[config.mk]
export PLATFORM = sky130hd
export DESIGN_NAME = float_to_half_round_trip_flat
export DESIGN_NICKNAME = d
export VERILOG_FILES = /design/src/design/fthrt_pkg.sv /design/src/design/fthrt_if.sv /design/src/design/fthrt_lzc.sv /design/src/design/float_to_half_round_trip.sv /design/src/flat_wrapper.sv
export SDC_FILE = /design/constraint.sdc
export NUM_CORES = 1
export LEC_CHECK = 0
export ABC_AREA = 1
export BUFFER_PORTS_ARGS = -buffer_cell sky130_fd_sc_hd__buf_4
export CAP_MARGIN = 5
export CORE_MARGIN = 5
export CORE_UTILIZATION = 54
export CTS_CLUSTER_DIAMETER = 200
export CTS_CLUSTER_SIZE = 25
export DETAILED_ROUTE_END_ITERATION = 8
export HOLD_SLACK_MARGIN = 0.15
export PLACE_DENSITY = 0.87
export SKIP_CTS_REPAIR_TIMING = 1
export SYNTH_ARGS = -nofsm -noshare
export SYNTH_HDL_FRONTEND = slang
export SYNTH_SLANG_ARGS = --single-unit
[constraint.sdc]
create_clock -name i_clk -period 4.5 [get_ports i_clk]
set_clock_uncertainty 0.2 [all_clocks]
set_input_delay 0.675 -clock i_clk [delete_from_list [all_inputs] [get_ports i_clk]]
set_output_delay 0.675 -clock i_clk [all_outputs]
set_load 0.02 [all_outputs]
[src/design/fthrt_pkg.sv]
// package: widths and constants of the half round trip converter
`default_nettype none
package fthrt_pkg;
    localparam logic [15:0] HalfInf = 16'h7c00;
    localparam logic [15:0] HalfQnan = 16'h7e00;
    localparam logic [12:0] TiePoint = 13'h1000;
    localparam logic [10:0] HalfHidden = 11'h400;
    localparam logic [7:0] ExpRebias = 8'd112;
    localparam logic [31:0] SingleInf = 32'h7f800000;
endpackage
`default_nettype wire

[src/design/fthrt_if.sv]
// stream interfaces for input and result items
`default_nettype none
interface fthrt_in_if;
    logic        valid;
    logic        ready;
    logic [31:0] single_bits;
    modport source (output valid, output single_bits, input ready);
    modport sink (input valid, input single_bits, output ready);
endinterface

interface fthrt_out_if;
    logic        valid;
    logic        ready;
    logic [15:0] half_bits;
    logic [31:0] widened_bits;
    modport source (output valid, output half_bits, output widened_bits, input ready);
    modport sink (input valid, input half_bits, input widened_bits, output ready);
endinterface
`default_nettype wire

[src/design/fthrt_lzc.sv]
// leading zero count of a ten bit half subnormal fraction
`default_nettype none
module fthrt_lzc (
    input  wire logic [9:0] i_frac,
    output logic [3:0]      o_count
);
    // priority search from the msb
    always_comb begin
        o_count = 4'd10;
        for (int k = 0; k < 10; k++) begin
            if (i_frac[k]) o_count = 4'(9 - k);
        end
    end
endmodule
`default_nettype wire

[src/design/float_to_half_round_trip.sv]
// top level: binary32 to binary16 round to nearest even and exact widening back
//
//  channel  dir  payload                        handshake
//  i_in     in   single_bits[31:0]              valid/ready
//  o_out    out  half_bits[15:0], widened[31:0] valid/ready
//
// four register stages: decode, round, pack half, widen; one item per cycle while the output is not stalled
// an accepted item passes through the decode, round, pack half and widen registers in order before it is a valid result
// synchronous active low reset clears the stage valid bits
// a stage advances when it is empty or the one after it advances, so a
// stall holds each item in place with nothing lost or repeated
`default_nettype none
module float_to_half_round_trip (
    input  wire logic i_clk,
    input  wire logic i_rst_n,
    fthrt_in_if.sink    i_in,
    fthrt_out_if.source o_out
);
    // stage valid bits and advance enables
    logic [3:0] r_vld;
    logic [3:0] adv;
    assign adv[3] = !r_vld[3] || o_out.ready;
    assign adv[2] = !r_vld[2] || adv[3];
    assign adv[1] = !r_vld[1] || adv[2];
    assign adv[0] = !r_vld[0] || adv[1];
    assign i_in.ready = adv[0];

    always_ff @(posedge i_clk) begin
        if (!i_rst_n) begin
            r_vld <= '0;
        end else begin
            if (adv[0]) r_vld[0] <= i_in.valid;
            if (adv[1]) r_vld[1] <= r_vld[0];
            if (adv[2]) r_vld[2] <= r_vld[1];
            if (adv[3]) r_vld[3] <= r_vld[2];
        end
    end

    // stage 1: classify and align significand
    typedef enum logic [1:0] {K_ZERO, K_INF, K_NAN, K_FIN} t_kind;
    logic        r1_sgn;
    t_kind       r1_kind;
    logic        r1_sub;
    logic [4:0]  r1_he;
    logic [10:0] r1_q;
    logic [23:0] r1_rem;
    logic [23:0] r1_tie;
    t_kind       n1_kind;
    logic        n1_sub;
    logic [4:0]  n1_he;
    logic [10:0] n1_q;
    logic [23:0] n1_rem;
    logic [23:0] n1_tie;
    logic [7:0]  e_in;
    logic [22:0] m_in;
    logic [23:0] full;
    logic [4:0]  sh;
    assign e_in = i_in.single_bits[30:23];
    assign m_in = i_in.single_bits[22:0];
    assign full = {1'b1, m_in};
    assign sh = 5'(8'd126 - e_in);

    always_comb begin
        n1_kind = K_FIN;
        n1_sub = 1'b0;
        n1_he = 5'(e_in - fthrt_pkg::ExpRebias);
        n1_q = {1'b0, m_in[22:13]};
        n1_rem = {11'd0, m_in[12:0]};
        n1_tie = {11'd0, fthrt_pkg::TiePoint};
        if (e_in == 8'hff) begin
            n1_kind = (m_in == '0) ? K_INF : K_NAN;
        end else if (e_in == 8'd0 || e_in < 8'd102) begin
            n1_kind = K_ZERO;
        end else if (e_in >= 8'd143) begin
            n1_kind = K_INF;
        end else if (e_in <= fthrt_pkg::ExpRebias) begin
            n1_sub = 1'b1;
            n1_q = 11'(full >> sh);
            n1_rem = full & ((24'd1 << sh) - 24'd1);
            n1_tie = 24'd1 << (sh - 5'd1);
        end
    end

    always_ff @(posedge i_clk) begin
        if (adv[0]) begin
            r1_sgn <= i_in.single_bits[31];
            r1_kind <= n1_kind;
            r1_sub <= n1_sub;
            r1_he <= n1_he;
            r1_q <= n1_q;
            r1_rem <= n1_rem;
            r1_tie <= n1_tie;
        end
    end

    // stage 2: round to nearest even
    logic        r2_sgn;
    t_kind       r2_kind;
    logic        r2_sub;
    logic [4:0]  r2_he;
    logic [10:0] r2_q;
    logic        up;
    assign up = (r1_rem > r1_tie) || (r1_rem == r1_tie && r1_q[0]);
    always_ff @(posedge i_clk) begin
        if (adv[1]) begin
            r2_sgn <= r1_sgn;
            r2_kind <= r1_kind;
            r2_sub <= r1_sub;
            r2_he <= r1_he;
            r2_q <= r1_q + 11'(up);
        end
    end

    // stage 3: pack the half
    logic [15:0] r3_half;
    logic [15:0] n3_half;
    logic [5:0]  he_c;
    always_comb begin
        he_c = {1'b0, r2_he} + 6'(r2_q[10]);
        case (r2_kind)
            K_ZERO:  n3_half = {r2_sgn, 15'd0};
            K_INF:   n3_half = {r2_sgn, fthrt_pkg::HalfInf[14:0]};
            K_NAN:   n3_half = {r2_sgn, fthrt_pkg::HalfQnan[14:0]};
            default: begin
                if (r2_sub) begin
                    n3_half = {r2_sgn, 5'(r2_q[10]), r2_q[9:0]};
                end else if (he_c >= 6'd31) begin
                    n3_half = {r2_sgn, fthrt_pkg::HalfInf[14:0]};
                end else begin
                    n3_half = {r2_sgn, he_c[4:0], r2_q[9:0]};
                end
            end
        endcase
    end
    always_ff @(posedge i_clk) begin
        if (adv[2]) r3_half <= n3_half;
    end

    // stage 4: widen back with renormalization of subnormals
    logic [15:0] r4_half;
    logic [31:0] r4_wide;
    logic [31:0] n4_wide;
    logic [3:0]  lz;
    logic [4:0]  h_e;
    logic [9:0]  h_m;
    logic [9:0]  norm;
    assign h_e = r3_half[14:10];
    assign h_m = r3_half[9:0];
    fthrt_lzc u_lzc (.i_frac(h_m), .o_count(lz));
    assign norm = 10'({h_m, 1'b0} << lz);
    always_comb begin
        if (h_e == 5'd0) begin
            if (h_m == '0) n4_wide = {r3_half[15], 31'd0};
            else n4_wide = {r3_half[15], 8'(8'd113 - 8'(lz) - 8'd1), norm, 13'd0};
        end else if (h_e == 5'h1f) begin
            n4_wide = {r3_half[15], fthrt_pkg::SingleInf[30:23], h_m, 13'd0};
        end else begin
            n4_wide = {r3_half[15], 8'({3'd0, h_e} + fthrt_pkg::ExpRebias), h_m, 13'd0};
        end
    end
    always_ff @(posedge i_clk) begin
        if (adv[3]) begin
            r4_half <= r3_half;
            r4_wide <= n4_wide;
        end
    end

    assign o_out.valid = r_vld[3];
    assign o_out.half_bits = r4_half;
    assign o_out.widened_bits = r4_wide;

    // checks
    a_hold: assert property (@(posedge i_clk) disable iff (!i_rst_n)
        o_out.valid && !o_out.ready |=> o_out.valid && $stable(r4_wide))
        else $error("result lost under stall");
    a_sign: assert property (@(posedge i_clk) disable iff (!i_rst_n)
        o_out.valid |-> o_out.half_bits[15] == o_out.widened_bits[31])
        else $error("sign mismatch");
    a_ready: assert property (@(posedge i_clk) disable iff (!i_rst_n)
        !r_vld[3] |-> i_in.ready || r_vld[2] == 1'b1)
        else $error("pipeline bubble blocks input");
endmodule
`default_nettype wire
[src/flat_wrapper.sv]
// flat-port wrapper written by rule: the top's interface ports become plain ports
module float_to_half_round_trip_flat 
  (i_clk, i_rst_n, i_in_valid, i_in_single_bits, i_in_ready, o_out_valid, o_out_half_bits, o_out_widened_bits, o_out_ready);
  fthrt_in_if i_in_i ();
  fthrt_out_if o_out_i ();
  input  wire logic i_clk;
  input  wire logic i_rst_n;
  input wire logic [$bits(i_in_i.valid)-1:0] i_in_valid;
  input wire logic [$bits(i_in_i.single_bits)-1:0] i_in_single_bits;
  output wire logic [$bits(i_in_i.ready)-1:0] i_in_ready;
  output wire logic [$bits(o_out_i.valid)-1:0] o_out_valid;
  output wire logic [$bits(o_out_i.half_bits)-1:0] o_out_half_bits;
  output wire logic [$bits(o_out_i.widened_bits)-1:0] o_out_widened_bits;
  input wire logic [$bits(o_out_i.ready)-1:0] o_out_ready;
  assign i_in_i.valid = i_in_valid;
  assign i_in_i.single_bits = i_in_single_bits;
  assign i_in_ready = i_in_i.ready;
  assign o_out_valid = o_out_i.valid;
  assign o_out_half_bits = o_out_i.half_bits;
  assign o_out_widened_bits = o_out_i.widened_bits;
  assign o_out_i.ready = o_out_ready;
  float_to_half_round_trip u_core (.i_clk(i_clk), .i_rst_n(i_rst_n), .i_in(i_in_i), .o_out(o_out_i));
endmodule
==> insert_results.sql <==
INSERT INTO impl_metrics (metric_group, metric, value, unit) VALUES
('timing', 'fmaxAchievable', '288.9', 'MHz'),
('timing', 'hold_viol', '0', ''),
('clocking', 'h-tree-depth', '4', ''),
('clocking', 'cts.sink_count', '141', ''),
('timing', 'worst_rel_slew_slack', '49.92', '%'),
('synthesis', 'postSynthCellCount', '1028', ''),
('critical_path', 'worst-endpoint-arrival', '3430', 'ps'),
('timing', 'finalSetupTns', '0', 'ps'),
('timing', 'hold_ws', '218.9', 'ps'),
('power_and_ir_drop', 'pwr_density_cell', '385.1', 'nW/um^2'),
('drt', 'drc', '0', ''),
('timing', 'tightest_slew', '750.4', 'ps'),
('drt', 'antenna_left', '0', ''),
('critical_path', 'path_buf_inv', '0', ''),
('timing', 'fin_crit_sh', '76.91', '%'),
('power_and_ir_drop', 'power.static_leakage', '0.004625', 'uW'),
('placed_design', 'detailed_place_hpwl', '16370', 'um'),
('synthesis', 'postSynthRegisterBits', '141', ''),
('finish', 'nets', '1174', ''),
('placed_design', 'numPortBuffers', '72', ''),
('synthesis', 'synth_largest_type_area_fraction', '46.97', '%'),
('critical_path', 'crit_path_end_kind', 'register', ''),
('critical_path', 'worst_ep_required_time', '4470', 'ps'),
('critical_path', 'worstPathCellList', 'ha_1, nand4_1, nor3_1, nand2_1, nand2_1, nand3b_1, a21oi_1, nor2_1, ha_1, ha_1, nand3_1, nor4_1, nand3_1, xnor2_1', ''),
('critical_path', 'path_depth', '14', ''),
('clocking', 'worst_skew_pair.late_latency', '420', 'ps'),
('timing', 'unrepaired_setup_endpoints_after_global_routing', 'no', ''),
('worst_hold_path', 'min_from', 'u_core.r3_half[15]', ''),
('critical_path', 'reg2reg_to', 'u_core.r2_q[10]', ''),
('synthesis', 'synth-warning-count', '0', ''),
('worst_hold_path', 'hold_depth', '0', ''),
('synthesis', 'synth.yosys.seq_area_share', '47.89', '%'),
('synthesis', 'syn_avg_cell_area', '8.520', 'um^2'),
('clocking', 'clock-root-buffer', 'sky130_fd_sc_hd__clkbuf_16', ''),
('critical_path', 'startpoint_class_of_the_critical_path', 'register', ''),
('synthesis', 'synth_top_cells_by_area', 'sky130_fd_sc_hd__edfxtp_1, sky130_fd_sc_hd__nand2_1, sky130_fd_sc_hd__inv_1', ''),
('worst_hold_path', 'min-delay-path-class', 'reg -> reg', ''),
('run', 'cap_viol_max_count', '0', ''),
('floorplan', 'overall_die_height', '137.4', 'um'),
('critical_path', 'regToRegSetupSlack', '1040', 'ps'),
('critical_path', 'worst-setup-path-type', 'reg -> reg', ''),
('critical_path', 'critical-path-top-delay-family', 'simple AND/OR/NAND/NOR gates', ''),
('clocking', 'cts_inserted_buffers', '17', ''),
('critical_path', 'peak_fanout_along_the_critical_path', '4', ''),
('clocking', 'clk_path_buf_depth', '2', ''),
('power_and_ir_drop', 'worst_case_vdd_ir_drop', '0.2517', 'mV'),
('floorplan', 'floorplan.die.width', '137.4', 'um'),
('critical_path', 'rr_worst_depth', '14', ''),
('global_route', 'global_route_congestion_overflow_total', '0', ''),
('worst_hold_path', 'worstHoldEndpoint', 'u_core.o_out.widened_bits[31]', ''),
('placed_design', 'gp_congestion', '1.007', ''),
('global_route', 'grt_first_pass_wirelength', '34320', 'um'),
('finish', 'layout-drive-gt1-share', '15.23', '%'),
('drt', 'wirelength', '22000', 'um'),
('critical_path', 'cp_common_cell', 'sky130_fd_sc_hd__ha_1', ''),
('global_route', 'grt_start_max_net_pins', '70', ''),
('clocking', 'path_clk_slew', '70', 'ps'),
('finish', 'layout.filler_cells', '1288', ''),
('synthesis', 'number_of_synthesized_flops_with_an_enable_pin', '137', ''),
('floorplan', 'fp.coreArea', '15890', 'um^2'),
('critical_path', 'critPathSlowestCell', 'sky130_fd_sc_hd__edfxtp_1', ''),
('critical_path', 'critical-path-max-stage-delay', '440', 'ps'),
('synthesis', 'synth_cell_types', '45', ''),
('global_route', 'grt_antenna_before_repair', '0', ''),
('synthesis', 'syn_area', '8758', 'um^2'),
('drt', 'drt_pass1_iterations', '8', ''),
('global_route', 'grt_use_total', '23.52', '%'),
('floorplan', 'rows', '46', ''),
('outcome', 'status', 'completed', ''),
('timing', 'setup_viol_count_final', '0', ''),
('timing', 'report.final.slew_viol_count', '0', '');
[worst max-delay path by stage]
| stage | start | endpoint | slack [ps] |
|---|---|---|---|
| 2_1_floorplan | o_out_ready | i_in_ready | 20 |
| 3_3_place_gp | i_in_single_bits[23] | u_core.r1_tie[13] | 970 |
| 3_5_place_dp | i_in_single_bits[23] | u_core.r1_tie[12] | 880 |
| 4_1_cts | u_core.r1_rem[23] | u_core.r2_q[10] | 1030 |
| 5_1_grt | u_core.r1_rem[15] | u_core.r2_q[10] | 780 |
| 6_report | u_core.r1_rem[23] | u_core.r2_q[10] | 1040 |
[stage by stage]
stage                     power [uW]  area (um^2)  worst slack (ps)  util (%)
final                           3864        10030              1039     63.15
after global routing            4020        10030             779.2     63.15
after CTS                       3857        10030              1034     63.15
after detailed placement        2411         9420             883.8     59.30
after global placement          2386         9420             971.0     59.30
after floorplan                 2178         8803             24.06         -
[cell type report]
type	instances	area [um^2]	area share, %
clock buffers	19	432.9	4.315
clock inverters	13	178.9	1.783
inverters	150	573.1	5.712
multi-input cells	710	3792	37.80
flip-flops and latches	141	4194	41.81
well taps	216	270.3	2.694
repair buffers	77	590.6	5.887
[cell usage after synthesis, types with 10 or more instances]
| cell type | instances |
|---|---|
| sky130_fd_sc_hd__nand2_1 | 204 |
| sky130_fd_sc_hd__a21oi_1 | 45 |
| sky130_fd_sc_hd__nand3_2 | 15 |
| sky130_fd_sc_hd__nand4_1 | 13 |
| sky130_fd_sc_hd__clkbuf_1 | 11 |
| sky130_fd_sc_hd__nor3_1 | 10 |
| sky130_fd_sc_hd__edfxtp_1 | 137 |
| sky130_fd_sc_hd__o21ai_0 | 82 |
| sky130_fd_sc_hd__nand3_1 | 76 |
| sky130_fd_sc_hd__nand2_2 | 13 |
| sky130_fd_sc_hd__buf_4 | 15 |
| sky130_fd_sc_hd__inv_1 | 139 |
| sky130_fd_sc_hd__xor2_1 | 11 |
| sky130_fd_sc_hd__ha_1 | 41 |
| sky130_fd_sc_hd__nor2_1 | 123 |
[placed cells by master (no fill, tap or decap), types with 15 or more instances in the layout]
cell type,instances
sky130_fd_sc_hd__edfxtp_1,137
sky130_fd_sc_hd__inv_1,139
sky130_fd_sc_hd__nand3_2,15
sky130_fd_sc_hd__nand2_1,203
sky130_fd_sc_hd__nand3_1,76
sky130_fd_sc_hd__ha_1,41
sky130_fd_sc_hd__a21oi_1,45
sky130_fd_sc_hd__nor2_1,123
sky130_fd_sc_hd__buf_4,76
sky130_fd_sc_hd__clkbuf_16,17
sky130_fd_sc_hd__o21ai_0,82
[routing by layer]
metal	vias to the layer above	global-route usage [%]	wire length (um)
met5	-	0	0
met4	0	10.81	883
met2	439	39.97	10780
met3	87	4.638	1892
li1	3558	-	-
met1	3400	28.96	8445
[registers in the layout, indices dropped and copies added, names as in the netlist]
register	count
u_core.r_vld	4
u_core.r1_kind	2
u_core.r2_sub	1
u_core.r1_tie	24
u_core.r1_q	11
u_core.r2_q	11
u_core.r2_kind	2
u_core.r1_rem	24
u_core.o_out.half_bits	15
u_core.r2_sgn	1
u_core.r1_sgn	1
u_core.r1_he	5
u_core.r1_sub	1
u_core.r2_he	5
u_core.o_out.widened_bits	18
u_core.r3_half	16
[power breakdown]
group          internal (uW)  switching [uW]
sequential              1570            56.4
combinational            264             517
clock                    886             569
[logic make-up after synthesis]
group / synth area share, %
flip-flops: 47.89
AND/OR/NAND/NOR: 25.36
adder cells (fa/ha/maj): 5.857
other: 0.04282
multiplexers: 0.6857
AO/OA/AOI/OAI: 9.514
XOR/XNOR: 1.300
buffers and inverters: 9.357
(Power assumes the default switching activity.)
